==> src/hdl/assert_macros.svh <==
// assertion macros shared by the deque rtl
`ifndef ASSERT_MACROS_SVH
`define ASSERT_MACROS_SVH

// clocked assertion, held off while reset is low
`define ASSERT_CLK(lbl, clk, rst_n, prop, msg) \
    lbl: assert property (@(posedge clk) disable iff (!rst_n) prop) else $error(msg);

// clocked assertion that something never happens
`define ASSERT_NEVER(lbl, clk, rst_n, cond, msg) \
    lbl: assert property (@(posedge clk) disable iff (!rst_n) !(cond)) else $error(msg);

`endif

==> src/hdl/bdq_pkg.sv <==
// package: sizes, codes and shared types of the bounded deque
package bdq_pkg;

    localparam int DEPTH     = 1024;
    localparam int WORD_BITS = 16;
    localparam int CAP_BITS  = 11;
    localparam int KIND_BITS = 3;
    localparam int ADDR_BITS = (DEPTH > 1) ? $clog2(DEPTH) : 1;
    localparam int CNT_BITS  = $clog2(DEPTH + 1);
    localparam int CMP_BITS  = (CAP_BITS > CNT_BITS) ? CAP_BITS : CNT_BITS;

    typedef enum logic [KIND_BITS-1:0] {
        K_PUSH_FRONT = 3'd0,
        K_PUSH_BACK  = 3'd1,
        K_POP_FRONT  = 3'd2,
        K_POP_BACK   = 3'd3,
        K_QUERY      = 3'd4
    } t_kind;

    typedef enum logic [1:0] {
        S_IDLE,
        S_UPD,
        S_HOLD
    } t_state;

    typedef struct packed {
        logic accept;
        logic apply;
        logic load;
    } t_cmd;

    typedef struct packed {
        logic                 op_ok;
        logic                 ends_valid;
        logic [WORD_BITS-1:0] front_word;
        logic [WORD_BITS-1:0] rear_word;
        logic                 is_empty;
        logic                 is_full;
    } t_result;

    // ring slot arithmetic, offset below DEPTH
    function automatic logic [ADDR_BITS-1:0] slot_add(input logic [ADDR_BITS-1:0] base,
                                                      input logic [CNT_BITS-1:0]  offset);
        logic [CNT_BITS:0] sum;
        sum = (CNT_BITS+1)'(base) + (CNT_BITS+1)'(offset);
        if (sum >= (CNT_BITS+1)'(DEPTH)) begin
            sum = sum - (CNT_BITS+1)'(DEPTH);
        end
        return sum[ADDR_BITS-1:0];
    endfunction

endpackage

==> src/hdl/bdq_ctrl.sv <==
// controller: operation sequencing and result handshake
`include "assert_macros.svh"

module bdq_ctrl (
    input  logic          i_clk,
    input  logic          i_rst_n,
    input  logic          i_in_valid,
    output logic          o_in_ready,
    input  logic          i_out_ready,
    output logic          o_out_valid,
    output bdq_pkg::t_cmd o_cmd
);
    bdq_pkg::t_state r_state, n_state;
    logic            r_out_valid, n_out_valid;
    logic            out_free;

    always_ff @(posedge i_clk) begin
        if (!i_rst_n) begin
            r_state     <= bdq_pkg::S_IDLE;
            r_out_valid <= 1'b0;
        end else begin
            r_state     <= n_state;
            r_out_valid <= n_out_valid;
        end
    end

    always_comb begin
        out_free   = !r_out_valid || i_out_ready;
        n_state    = r_state;
        o_in_ready = 1'b0;
        o_cmd      = '0;
        case (r_state)
            bdq_pkg::S_IDLE: begin
                o_in_ready = 1'b1;
                if (i_in_valid) begin
                    o_cmd.accept = 1'b1;
                    n_state      = bdq_pkg::S_UPD;
                end
            end
            bdq_pkg::S_UPD: begin
                o_cmd.apply = 1'b1;
                if (out_free) begin
                    o_cmd.load = 1'b1;
                    n_state    = bdq_pkg::S_IDLE;
                end else begin
                    n_state = bdq_pkg::S_HOLD;
                end
            end
            bdq_pkg::S_HOLD: begin
                if (out_free) begin
                    o_cmd.load = 1'b1;
                    n_state    = bdq_pkg::S_IDLE;
                end
            end
            default: begin
                n_state = bdq_pkg::S_IDLE;
            end
        endcase
        if (o_cmd.load) begin
            n_out_valid = 1'b1;
        end else if (i_out_ready) begin
            n_out_valid = 1'b0;
        end else begin
            n_out_valid = r_out_valid;
        end
    end

    assign o_out_valid = r_out_valid;

    `ASSERT_CLK(a_accept_then_upd, i_clk, i_rst_n, o_cmd.accept |=> r_state == bdq_pkg::S_UPD, "accept not followed by update")
    `ASSERT_CLK(a_load_sets_valid, i_clk, i_rst_n, o_cmd.load |=> r_out_valid, "load did not raise result valid")
    `ASSERT_NEVER(a_no_overwrite, i_clk, i_rst_n, o_cmd.load && r_out_valid && !i_out_ready, "pending result overwritten")
endmodule

==> config.mk <==
export PLATFORM = sky130hd
export DESIGN_NAME = bdq_ctrl
export DESIGN_NICKNAME = d
export VERILOG_FILES = /design/src/hdl/bdq_pkg.sv /design/src/hdl/bdq_ctrl.sv
export VERILOG_INCLUDE_DIRS = /design/src /design/src/hdl
export SDC_FILE = /design/constraint.sdc
export NUM_CORES = 1
export LEC_CHECK = 0
export ABC_CLOCK_PERIOD_IN_PS = 1200
export BUFFER_PORTS_ARGS = -buffer_cell sky130_fd_sc_hd__buf_2
export CORE_AREA = 2 2 39 41
export CTS_CLUSTER_DIAMETER = 120
export CTS_CLUSTER_SIZE = 24
export DETAILED_ROUTE_END_ITERATION = 16
export DIE_AREA = 0 0 41 43
export GPL_TIMING_DRIVEN = 0
export PLACE_DENSITY = 0.31
export SYNTH_ARGS = -nofsm -noshare
export SYNTH_HDL_FRONTEND = slang
export SYNTH_SLANG_ARGS = --single-unit
==> constraint.sdc <==
create_clock -name i_clk -period 1.2 [get_ports i_clk]
set_input_delay 0.12 -clock i_clk [delete_from_list [all_inputs] [get_ports i_clk]]
set_output_delay 0.12 -clock i_clk [all_outputs]
set_load 0.005 [all_outputs]
=== Yosys cells after proc, flatten, opt, wreduce, memory -nomap -nowiden ===
Index checks and enable logic that the tools add are counted.

* Output and inout bits: 5
* Input bits: 4
* Word-level logic and storage cells: 24
* Register bits after elaboration: 3

* Muxes and demuxes: 12
* Reduce and logical (&&, ||, !) cells: 6
* Eq/ne operators: 4

{| class="wikitable"
|+ Operator list
! operator !! count
|-
| $mux 1 || 8
|-
| $mux 2 || 3
|-
| $pmux 2 s3 || 1
|-
| $ne 2x2->1 const B || 2
|-
| $eq 2x1->1 const B || 1
|-
| $eq 2x2->1 const B || 1
|-
| $logic_not 2->1 || 1
|-
| $reduce_and 2->1 || 1
|-
| $reduce_bool 2->1 || 1
|-
| $reduce_or 2->1 || 1
|-
| $logic_not 1->1 || 1
|-
| $logic_or 1x1->1 || 1
|}

=== Depth between registers and ports, before layout ===
Gate-level depths: netlist (run 1).

* Depth after elaboration: 5
* Mapped depth: 5
* Depth with buffers taken out: 5

=== Worst setup path before layout (run 1) ===
OpenSTA, ideal clock, no wires.

* Path type: flip-flop to flip-flop
* From: reg r_state[0]
* To: reg r_state[1]
* Buffers on the path: 0
* Library setup time: 0.070 ns
* Data required time: 1.130 ns
* Cell stages (with the launch flop): 6
* Arrival time: 1.021 ns
* Period minus slack after synthesis: 1.091 ns
* Slack: 0.109 ns
* Path through: dfxtp_1 inv_1 ha_1 nor2b_1 nand4bb_1 a21boi_1

* Longest elaborated chain between the ends: 3
* Elaborated cells on any way between the ends: 7
* Classes of those cells: 4 x eq/ne; 1 x mux; 2 x reduce/logical

{| class="wikitable"
|+ RTL lines
! what !! RTL line !! source
|-
| from (decl) || bdq_ctrl.sv:13 || <nowiki>bdq_pkg::t_state r_state, n_state;</nowiki>
|-
| from (signal assigned) || bdq_ctrl.sv:19 || <nowiki>r_state <= bdq_pkg::S_IDLE;</nowiki>
|-
| from (signal assigned) || bdq_ctrl.sv:22 || <nowiki>r_state <= n_state;</nowiki>
|-
| $eq 2x2->1 / $logic_not 2->1 (equally long branches) || bdq_ctrl.sv:32 || <nowiki>case (r_state)</nowiki>
|-
| $ne 2x2->1 (no line) || -- ||
|-
| $reduce_and 2->1 (no line) || -- ||
|}

Parallel ways exist; a longest one is shown, timed or not.
A chain may end at the register's enable or synchronous reset.

==> impl_summary.md, run 1 <==
Timing
The worst setup skew after layout is 0.000180 ns. Setup slack on the critical path of the routed design comes to -0.0194 ns. Static timing analysis puts the maximum clock frequency at 820 MHz.

The post-route fraction of the period consumed by the critical path is 102%. The number of hold violations in the final report came to 0. After layout, the minimum clock period comes to 1.22 ns. The pin slew with the least headroom to its limit is 0.169 ns. The summed negative setup slack over all endpoints is -0.0194 ns. Setup repair after global routing could not meet its margin everywhere. The number of endpoints failing setup at the final stage is 1.

Headroom to the max-slew limit came out at 88.6%. The max-slew violation count is 0.

Clock network
In this run, CTS created clock tree buffers numbering 3. The number of clock sinks is 3. The root buffer cell is sky130_fd_sc_hd__clkbuf_4. TritonCTS built the clock tree. The CTS H-tree depth is 1. The source-to-sink clock delay at the later pin of the worst-skew pair is 0.23 ns. Clock-pin slew was measured on the worst setup and hold paths at 0.03 ns. The clock passes through at most 2 buffers.

Logic synthesis
Sorting the synthesized cells by area gives the leading types as sky130_fd_sc_hd__dfxtp_1, sky130_fd_sc_hd__ha_1, sky130_fd_sc_hd__nor2b_1, sky130_fd_sc_hd__nand4bb_1, sky130_fd_sc_hd__o21ai_0. The synthesized cell area is 196 um^2. The number of register bits inferred by synthesis is 3. The library cell with the largest summed area after synthesis is sky130_fd_sc_hd__dfxtp_1. The number of warning messages in the yosys log is 0. The total nets after synthesis is 28.

The gate count after technology mapping is 21. The number of library cell types mapped by synthesis is 14. The post-synthesis average cell area is 9.35 um^2. Sequential elements use 30.6% of the synthesized area.

The share of synthesized area in the top cell type comes to 30.6%.

GRT
Entering global routing, the biggest net connects 5 pins. The remaining global-route overflow is 0. The fraction of met2 tracks used by global routing is 10.6%. The first global-routing pass estimated 765 um of wire. In the global route stage, met3 resource usage came out at 1.57%. The busiest metal layer after global routing is met2.

The met1 usage is 6.41%. Global routing used 7.22% of the available tracks. The via count of the first global-routing pass came to 186. The number of antenna violations at the first check in global routing is 0.

Power and ir drop
The largest vdd supply drop is 283 uV. The sum of internal, switching and leakage power is 355 uW. The cell leakage power is 0.000147 uW. The power per cell area is 1070 nW/um^2.

Run status
The final reports fail on setup timing. The flow ran to the end, but the final reports show violations.

Worst setup path
STA puts the critical path data arrival time at 1.10 ns. The register-to-register path setup slack is 0.04 ns. In this run the worst path has a maximum fanout of 3. The worst setup path is launched from a flop. The category of the worst setup path capture point is an output pin. The category of the most critical setup path is flop to output pin. For the worst setup path, the data required time is 1.08 ns.

Placement
The count of port buffers added during placement is 8. The wire-length estimate of the detail-placed layout is 317 um. The last weighted congestion value of the routability-driven placer is 0.702.

Layout
The layout overhead on the synthesized area is 68.8%. The antenna diode count is 0. The share of the core filled with cells is 24.0%. The ratio of cells with drive above 1 in the final layout is 61.8%. The number of nets in the finished design is 42.

Floorplan
The horizontal die dimension is 41 um. The floorplan step defined a core boundary enclosing 1380 um^2. The area of the die is 1760 um^2. The count of pins on the block boundary is 9. The overall die height is 43 um. Row generation in the floorplan step produced 14 rows.

The effective utilization at floorplan is 14.2%.

Detailed routing
The wire length after detailed routing is 469 um. The via-per-instance ratio is 3.56. For this run, the detailed router's first-pass iteration total came to 1. The routed wirelength normalized by instance count is 9.38 um.

The number of DRC violations after detailed routing is 0. The remaining number of nets flagged by the antenna check after routing is 0. In this run, the number of DRC markers left after iteration 0 of detailed routing was 0. The number of vias in the routed layout is 178.

Run
Max-cap violations in this run came to 0.

Hold path
The path type of the worst min-delay path is primary input to flop.
-- layer usage --
layer  vias to the layer above  routed length, um
met1                        78                183
li1                         96                  -
met4                         0                  0
met2                         4                267
met5                         -                  0
met3                         0                 17
-- placed cells by master, fill, tap and decap left out, drive strengths merged --
cell	n
nand4bb	1
inv	2
a21oi	1
nand2b	1
and3b	1
dfxtp	3
and2	1
ha	3
o21a	1
and2b	1
a21boi	1
buf	10
nor2b	2
clkbuf	4
o21ai	2
-- worst max-delay path: stages (launching register included) --
cell and delay (ns):
sky130_fd_sc_hd__dfxtp_2 0.34, sky130_fd_sc_hd__inv_2 0.05, sky130_fd_sc_hd__ha_4 0.26, sky130_fd_sc_hd__nor2b_4 0.13, sky130_fd_sc_hd__buf_6 0.09
-- kinds of logic after synthesis --
family,count (synthesis),share of synthesized area (%)
buf+inv,3,7.65
compound gates,5,15.3
simple gates,7,27.4
fa+ha+maj,3,19.1
flops,3,30.6
-- synthesized netlist by cell type (all sizes together) --
cell / count
and2b: 1
a21oi: 1
and3b: 1
a21boi: 1
nand2b: 1
buf: 1
and2: 1
dfxtp: 3
o21ai: 2
inv: 2
ha: 3
nand4bb: 1
o21a: 1
nor2b: 2
-- registers in the layout, summed over array words and instances (netlist names) --
name	cells
o_out_valid	1
r_state	2
-- final timing paths --
kind / start / depth (start not counted) / endpoint
hold / removal: i_rst_n / 2 / o_out_valid
setup / recovery: r_state[1] / 4 / o_cmd[0]
setup reg to reg: r_state[0] / 5 / r_state[1]
hold reg to reg: r_state[0] / 2 / r_state[0]
-- final cells by class --
| class | instances | area [um^2] |
|---|---|---|
| clock buffer | 4 | 26.3 |
| fill | 155 | 1050 |
| inverter | 2 | 7.51 |
| multi-input combinational | 15 | 154 |
| sequential | 3 | 62.6 |
| tap | 16 | 20.0 |
| timing repair buffer | 10 | 61.3 |
-- what timing repair did --
item | CTS | global route
endpoints found under the hold margin | 0 | 0
pin swaps | 1 | 0
buffers inserted | 2 | 0
hold buffers | 0 | 0
resized for setup | 8 | 2
endpoints found under the setup margin | 2 | 4
-- report_power, final --
part / internal (uW) / switching [uW]
Sequential: 107 / 3.37
Clock: 124 / 48.4
Combinational: 43.1 / 29.4
-- stage by stage --
stage / hold slack (ns) / instance area (um^2) / cells / worst slack, ns
4_1_cts: 0.129 / 319 / 50 / -0.0248
3_5_place_dp: 0.370 / 256 / 45 / 0.0160
2_1_floorplan: 0.237 / 196 / 21 / 0.109
3_3_place_gp: 0.376 / 256 / 45 / 0.00397
5_1_grt: 0.135 / 332 / 50 / -0.0684
6_report: 0.133 / 332 / 50 / -0.0194
Note: power is estimated with default switching activity, not from simulation.
==> run 2, diff against run 1 <==
--- a/config.mk
+++ b/config.mk
@@ -6,7 +6,7 @@
 export SDC_FILE = /design/constraint.sdc
 export NUM_CORES = 1
 export LEC_CHECK = 0
-export ABC_CLOCK_PERIOD_IN_PS = 1200
+export ABC_CLOCK_PERIOD_IN_PS = 1100
 export BUFFER_PORTS_ARGS = -buffer_cell sky130_fd_sc_hd__buf_2
 export CORE_AREA = 2 2 39 41
 export CTS_CLUSTER_DIAMETER = 120
@@ -14,7 +14,8 @@
 export DETAILED_ROUTE_END_ITERATION = 16
 export DIE_AREA = 0 0 41 43
 export GPL_TIMING_DRIVEN = 0
-export PLACE_DENSITY = 0.31
+export PLACE_DENSITY = 0.32
+export SETUP_SLACK_MARGIN = 0.15
 export SYNTH_ARGS = -nofsm -noshare
 export SYNTH_HDL_FRONTEND = slang
 export SYNTH_SLANG_ARGS = --single-unit
==> constraint.sdc (replaced) <==
create_clock -name i_clk -period 1.1 [get_ports i_clk]
set_input_delay 0.11 -clock i_clk [delete_from_list [all_inputs] [get_ports i_clk]]
set_output_delay 0.11 -clock i_clk [all_outputs]
set_load 0.005 [all_outputs]
==> run 2 against run 1 <==
Compared with the run above: cell area up 20%; sequential power grew 9%; via count grew 16%; the run still ends with setup timing left.
==> impl_summary.md, run 2 (synthesized netlist as in run 1, its figures left out) <==
Floorplan
The total core area came to 1380 um^2 (unchanged). The overall die height came to 43 um (unchanged). The area of the die is 1760 um^2 (unchanged). The horizontal die dimension came to 41 um (unchanged).

The effective utilization at floorplan is 14.2% (unchanged). The count of pins on the block boundary is 9 (unchanged). The cell row count was 14 (unchanged).

GRT
The via count of the first global-routing pass was 205 (+10%). The number of antenna violations at the first check in global routing was 0 (unchanged). The aggregate global-route resource usage is 7.99% (+0.77 points). The remaining global-route overflow was 0 (unchanged). The first-pass GRT wire length is 821 um (+7.3%). The maximum number of pins on one net before global-route repair came to 5 (unchanged).

Clock network
The tree is rooted in a sky130_fd_sc_hd__clkbuf_4. The TritonCTS clock tree is done. The clock tree buffer depth is 2 (unchanged). The number of CTS-inserted buffers is 3 (unchanged). The number of hold buffers added after CTS was 0 (unchanged). The clock transition at the registers of the reported paths was 0.04 ns (about the same).

The source-to-sink clock delay at the later pin of the worst-skew pair came to 0.23 ns (about the same). The CTS H-tree depth came to 1 (unchanged). The number of clock sinks is 3 (unchanged).

Layout
The layout overhead on the synthesized area is 103%. The register with the most flip-flops is r_state. The number of flip-flops under the largest register name is 2 (unchanged).

The multi-input combinational cell area is 164 um^2 (+6.5%). The fill cell instance count of the final layout is 153 (-1.3%). The register area is 62.6 um^2 (unchanged). In the layout the commonest cells are sky130_fd_sc_hd__buf_6, sky130_fd_sc_hd__buf_2, sky130_fd_sc_hd__buf_4, sky130_fd_sc_hd__clkbuf_4. The antenna diode count is 0 (unchanged).

The ratio of cells with drive above 1 in the final layout is 71.8% (+10 points). The summed area of non-filler cells in the final layout was 399 um^2 (+20%). The number of nets in the finished design is 47 (+12%).

Timing
The minimum setup slack in the final design is -0.171 ns (-0.151 ns). In the finished design, the share of the clock period the worst path needs comes to 116%. The number of endpoints failing setup at the final stage was 5 (+4). The worst setup skew after layout is 0.00249 ns (+0.00231 ns).

Static timing analysis puts the maximum clock frequency at 787 MHz. The number of hold violations in the final report is 0 (unchanged). The relative max-transition margin is 89.6% (+0.97 points). The summed negative setup slack over all endpoints is -0.363 ns (-0.343 ns).

The clock period minus final worst setup slack is 1.27 ns. The pin slew with the least headroom to its limit was 0.155 ns (-0.0143 ns). The max-slew violation count is 0 (unchanged). The tightest hold margin is 0.123 ns (-0.00988 ns). Setup repair after global routing could not meet its margin everywhere.

Worst setup path
The largest stage delay on the critical path is 0.33 ns (about the same). The data arrival time of the critical path is 1.16 ns (+0.06 ns). The worst setup path is launched from a flop.

The category of the worst setup path capture point is an output pin. The most common cell type on the critical path is sky130_fd_sc_hd__buf_6. The maximum fanout along the worst path is 2 (-1). The worst-case reg-to-reg path depth is 6 (+1).

The signal on the critical path passes through inv_2 > ha_4 > nor2b_4 > buf_6 > buf_6. The end of the worst register-to-register path is r_state[0]. The startpoint identified for the worst register-to-register timing path is r_state[0].

The category of the most critical setup path is flop to output pin. The required time at the endpoint of the critical path was 0.99 ns (-0.09 ns). The worst-path cell with the longest stage delay is sky130_fd_sc_hd__dfxtp_2. The register-to-register path setup slack is -0.06 ns (-0.10 ns).

Placement
The count of port buffers added during placement came to 8 (unchanged). The cell area reported after detailed placement is 282 um^2 (+9.8%). The last weighted congestion value of the routability-driven placer is 0.697 (-0.73%). The HPWL reported at the end of detailed placement is 353 um (+11%).

Detailed routing
The remaining number of nets flagged by the antenna check after routing is 0 (unchanged). The via-per-instance ratio is 3.76 (+5.7%). The wire length after detailed routing is 488 um (+4.1%).

The number of DRC violations after detailed routing is 0 (unchanged). The number of design-rule violations left by the first detailed-router iteration is 2 (+2). The detailed-routing iteration count for the pre-antenna-repair pass is 4 (+3). The routed wirelength normalized by instance count came to 8.87 um (-5.4%).

The number of vias in the routed layout is 207 (+16%).

Run status
The run finished, with violations left. The final reports fail on setup timing.

Run
The number of max-cap violations is 0 (unchanged).

Power and ir drop
The cell leakage power came to 0.000188 uW (+27%). The largest vdd supply drop is 616 uV (+120%). The clock share of power was 44.5% (-4.1 points). The sum of internal, switching and leakage power came to 428 uW (+21%). The net switching power was 98.4 uW (+21%). The internal power consumption came to 330 uW (+20%). The share of total power in sequential cells is 28.1% (-2.9 points). The fraction of power consumed by combinational cells is 27.4% (+7.0 points). The power per cell area is 1070 nW/um^2 (+0.12%).

The switching fraction of total power is 23.0% (+0.13 points).

Hold path
The count of cells along the worst hold path is 2 (unchanged). In this run the most critical hold path is launched from i_rst_n. The path class of the tightest hold or removal check is primary input to flop. The worst hold path endpoint is o_out_valid.
-- run 2: how the worst max path moves through the flow --
stage | start | end | slack, ns | cells after the start
floorplan | r_state[0] | r_state[0] | 0.12 | 5
global placement | r_state[1] | o_cmd[0] | 0.02 | 5
detailed placement | r_state[1] | o_cmd[0] | 0.02 | 5
CTS | r_state[0] | o_cmd[0] | -0.21 | 5
global route | r_state[1] | o_cmd[0] | -0.22 | 5
finish | r_state[0] | o_cmd[0] | -0.17 | 5
-- run 2: through the flow --
stage	setup slack [ns]	std cells	util [%]
2_1_floorplan	0.117	21	-
3_3_place_gp	0.0201	45	20.3
3_5_place_dp	0.0225	45	20.3
4_1_cts	-0.207	51	25.0
5_1_grt	-0.221	55	28.8
6_report	-0.171	55	28.8
-- run 2: power groups by stage --
stage	Combinational (uW)	Sequential (uW)	Clock, uW
2_1_floorplan	43.3	122	0
3_5_place_dp	72.4	122	0
3_3_place_gp	72.7	122	0
4_1_cts	88.6	120	203
6_report	117	120	191
5_1_grt	129	121	218
-- run 2: metal layers --
| metal | wire length (um) | GRT usage (%) | up-vias | share of wire (%) |
|---|---|---|---|---|
| met1 | 208 | 7.91 | 87 | 43 |
| met2 | 191 | 9.38 | 13 | 39 |
| met3 | 73 | 9.95 | 2 | 15 |
| met5 | 0 | 0 | - | 0 |
| li1 | - | - | 105 | - |
| met4 | 14 | 4.00 | 0 | 2.9 |
-- run 2: cell type report --
cell class	count	share of cell area (%)
Inverter	2	1.88
Buffer	1	2.82
Multi-Input combinational cell	15	41.1
Clock buffer	4	6.58
Timing Repair Buffer	14	27.0
Tap cell	16	5.02
Sequential cell	3	15.7
-- run 2: what timing repair did --
item | CTS | global route
setup buffers | 2 | 4
gates resized for setup | 3 | 5
endpoints found under the setup margin | 6 | 6
pin swaps | 2 | 2
-- run 2: critical path, delay by kind of cell (launching register included) --
| family | cells | cell delay [ns] |
|---|---|---|
| fa+ha+maj | 1 | 0.23 |
| flops | 1 | 0.33 |
| simple gates | 1 | 0.12 |
| buf+inv | 3 | 0.25 |
==> run 3, diff against run 2 <==
--- a/config.mk
+++ b/config.mk
@@ -6,15 +6,16 @@
 export SDC_FILE = /design/constraint.sdc
 export NUM_CORES = 1
 export LEC_CHECK = 0
-export ABC_CLOCK_PERIOD_IN_PS = 1100
+export ABC_CLOCK_PERIOD_IN_PS = 1480
 export BUFFER_PORTS_ARGS = -buffer_cell sky130_fd_sc_hd__buf_2
 export CORE_AREA = 2 2 39 41
+export CTS_BUF_LIST = sky130_fd_sc_hd__clkbuf_4 sky130_fd_sc_hd__clkbuf_8
 export CTS_CLUSTER_DIAMETER = 120
 export CTS_CLUSTER_SIZE = 24
 export DETAILED_ROUTE_END_ITERATION = 16
 export DIE_AREA = 0 0 41 43
 export GPL_TIMING_DRIVEN = 0
-export PLACE_DENSITY = 0.32
+export PLACE_DENSITY = 0.31
 export SETUP_SLACK_MARGIN = 0.15
 export SYNTH_ARGS = -nofsm -noshare
 export SYNTH_HDL_FRONTEND = slang
==> constraint.sdc (replaced) <==
create_clock -name i_clk -period 1.48 [get_ports i_clk]
set_input_delay 0.148 -clock i_clk [delete_from_list [all_inputs] [get_ports i_clk]]
set_output_delay 0.148 -clock i_clk [all_outputs]
set_load 0.005 [all_outputs]
==> run 3 against run 2 <==
Compared with the run above: the flow now finishes without violations; cell count shrank 9.1%; non-clock buffer count shrank 5; flip-flop and latch count is the same; worst setup slack gained 0.32 ns; clock power shrank 17%; clock skew shrank 0.0023 ns; cell area shrank 21%; combinational power shrank 55%; critical path type unchanged; largest power group unchanged; highest routed layer is now met3.
==> impl_summary.md, run 3 (synthesized netlist as in run 1, its figures left out) <==
Floorplan
The effective utilization at floorplan was 14.2% (unchanged). The horizontal die dimension is 41 um (unchanged). The area of the die is 1760 um^2 (unchanged). The overall die height is 43 um (unchanged). The count of pins on the block boundary is 9 (unchanged). The total core area is 1380 um^2 (unchanged). The cell row count was 14 (unchanged).

Layout
The layout overhead on the synthesized area is 60.5%. The number of flip-flops under the largest register name is 2 (unchanged). The ratio of cells with drive above 1 in the final layout is 58.8% (-13 points). The most frequent standard cell in the layout excluding fill and tap cells is sky130_fd_sc_hd__buf_2. Ranked by flip-flop count, first place goes to r_state. The antenna diode count was 0 (unchanged). The share of the core filled with cells is 22.8% (-6.1 points). The number of nets in the finished design came to 42 (-11%).

The top cell types in the final layout, fill and taps aside, are sky130_fd_sc_hd__buf_2, sky130_fd_sc_hd__clkbuf_4. The final non-filler cell total is 50 (-9.1%).

Placement
The last weighted congestion value of the routability-driven placer is 0.702 (+0.73%). The count of port buffers added during placement is 8 (unchanged). The placed instance count is 45 (unchanged). The worst slack after detailed placement is 0.268 ns (+0.246 ns). The HPWL reported at the end of detailed placement is 317 um (-10%).

GRT
The via count of the first global-routing pass is 183 (-11%). The number of antenna violations at the first check in global routing is 0 (unchanged). The maximum number of pins on one net before global-route repair is 5 (unchanged). The remaining global-route overflow is 0 (unchanged). The aggregate global-route resource usage came to 6.82% (-1.2 points). The first-pass GRT wire length came to 717 um (-13%).

Clock network
The number of CTS-inserted buffers is 3 (unchanged). The clock tree buffer depth is 2 (unchanged). The root buffer cell is sky130_fd_sc_hd__clkbuf_4.

The clock transition at the registers of the reported paths is 0.03 ns (about the same). The CTS H-tree depth was 1 (unchanged). The number of clock sinks was 3 (unchanged). The source-to-sink clock delay at the later pin of the worst-skew pair is 0.23 ns (about the same). TritonCTS built the clock tree.

Worst setup path
The register-to-register path setup slack is 0.34 ns (+0.40 ns). The required time at the endpoint of the critical path was 1.33 ns (+0.34 ns). The category of the worst setup path capture point is an output pin. The kind of launch point of the worst setup path is a flop. The critical path starts at r_state[0]. The startpoint of the worst-slack reg-to-reg timing path is r_state[0].

The maximum fanout along the worst path is 3 (+1). The data arrival time of the critical path came to 1.19 ns (+0.03 ns). The category of the most critical setup path is flop to output pin.

Detailed routing
The wire length after detailed routing is 433 um (-11%). The via-per-instance ratio is 3.52 (-6.5%). The detailed-routing iteration count for the pre-antenna-repair pass is 1 (-3). The remaining number of nets flagged by the antenna check after routing is 0 (unchanged).

The routed wirelength normalized by instance count came to 8.66 um (-2.4%). The number of vias in the routed layout is 176 (-15%). The number of DRC violations after detailed routing is 0 (unchanged). The number of design-rule violations left by the first detailed-router iteration was 0 (-2).

Timing
The pin slew with the least headroom to its limit is 0.147 ns (-0.00767 ns). The max-slew violation count came to 0 (unchanged). The number of endpoints failing setup at the final stage is 0 (-5). The minimum setup slack in the final design is 0.146 ns (+0.317 ns).

The relative max-transition margin is 90.1% (+0.52 points). Setup repair after global routing could not meet its margin everywhere. The tightest hold margin came to 0.163 ns (+0.0398 ns). The worst setup skew after layout is 0.000142 ns (-0.00235 ns). The routed design could run at a clock period as short as 1.33 ns.

The post-route fraction of the period consumed by the critical path is 90.1%. The highest achievable clock rate is 750 MHz. The summed negative setup slack over all endpoints was 0 ns (+0.363 ns). The number of hold violations in the final report was 0 (unchanged).

Power and ir drop
The switching fraction of total power came to 21.0% (-1.9 points). The share of total power in sequential cells is 29.8% (+1.7 points). The internal power consumption was 237 uW (-28%). The clock share of power came to 52.6% (+8.1 points). The fraction of power consumed by combinational cells is 17.6% (-9.8 points). The power per cell area was 952 nW/um^2 (-11%).

The largest vdd supply drop is 281 uV (-54%). The cell leakage power is 0.000147 uW (-22%). The net switching power is 63.2 uW (-36%).

Hold path
The worst hold path begins at i_rst_n. The path type of the worst min-delay path is primary input to flop.

Run status
The flow ran to the end, and the final reports show no timing, DRC or antenna violations.

Run
The number of max-cap violations is 0 (unchanged).
## run 3: timing repair
action | 4_1_cts | 5_1_grt
setup endpoints to repair | 1 | 1
gates resized for setup | 6 | 0
pin swaps | 1 | 1
setup buffers | 1 | 0
hold buffers | 0 | 0
## run 3: worst max-delay path, cell delays in order (launching register included)
cell and delay, ns:
sky130_fd_sc_hd__dfxtp_2 0.33, sky130_fd_sc_hd__inv_2 0.06, sky130_fd_sc_hd__ha_4 0.23, sky130_fd_sc_hd__nor2b_1 0.12, sky130_fd_sc_hd__buf_4 0.12, sky130_fd_sc_hd__buf_6 0.10
## run 3: power by group through the flow
stage               combinational, uW  sequential [uW]  clock (uW)
floorplan                        25.6             89.6           0
global placement                 46.0             89.8           0
detailed placement               45.5             89.8           0
CTS                              53.4             89.5         167
global route                     59.4             89.9         171
finish                           52.7             89.5         158
## run 3: worst paths after layout
path                 endpoint  cells after the start
setup / recovery     o_cmd[0]                      5
setup reg to reg   r_state[1]                      5
hold reg to reg    r_state[1]                      2
hold / removal    o_out_valid                      2
## run 3: per-stage QoR
step | cell area [um^2] | power (uW)
after floorplan | 196 | 115
after global placement | 256 | 136
after detailed placement | 256 | 135
after CTS | 315 | 310
after global routing | 315 | 321
final | 315 | 300
## run 3: layer usage
layer / track usage [%] / vias up / share of wire (%) / wire length, um
met2: 9.69 / 4 / 56 / 242
met4: 10.0 / 0 / 0 / 0
met1: 6.09 / 76 / 40 / 172
li1: - / 96 / - / -
met3: 1.57 / 0 / 3.9 / 17
met5: 0 / - / 0 / 0
## run 3: area by class of cell
class	count	area (um^2)
inverters	2	7.51
plain buffers	1	7.51
flip-flops and latches	3	62.6
repair buffers	9	53.8
fillers	155	1070
clock buffers	4	30.0
well taps	16	20.0
multi-input cells	15	134
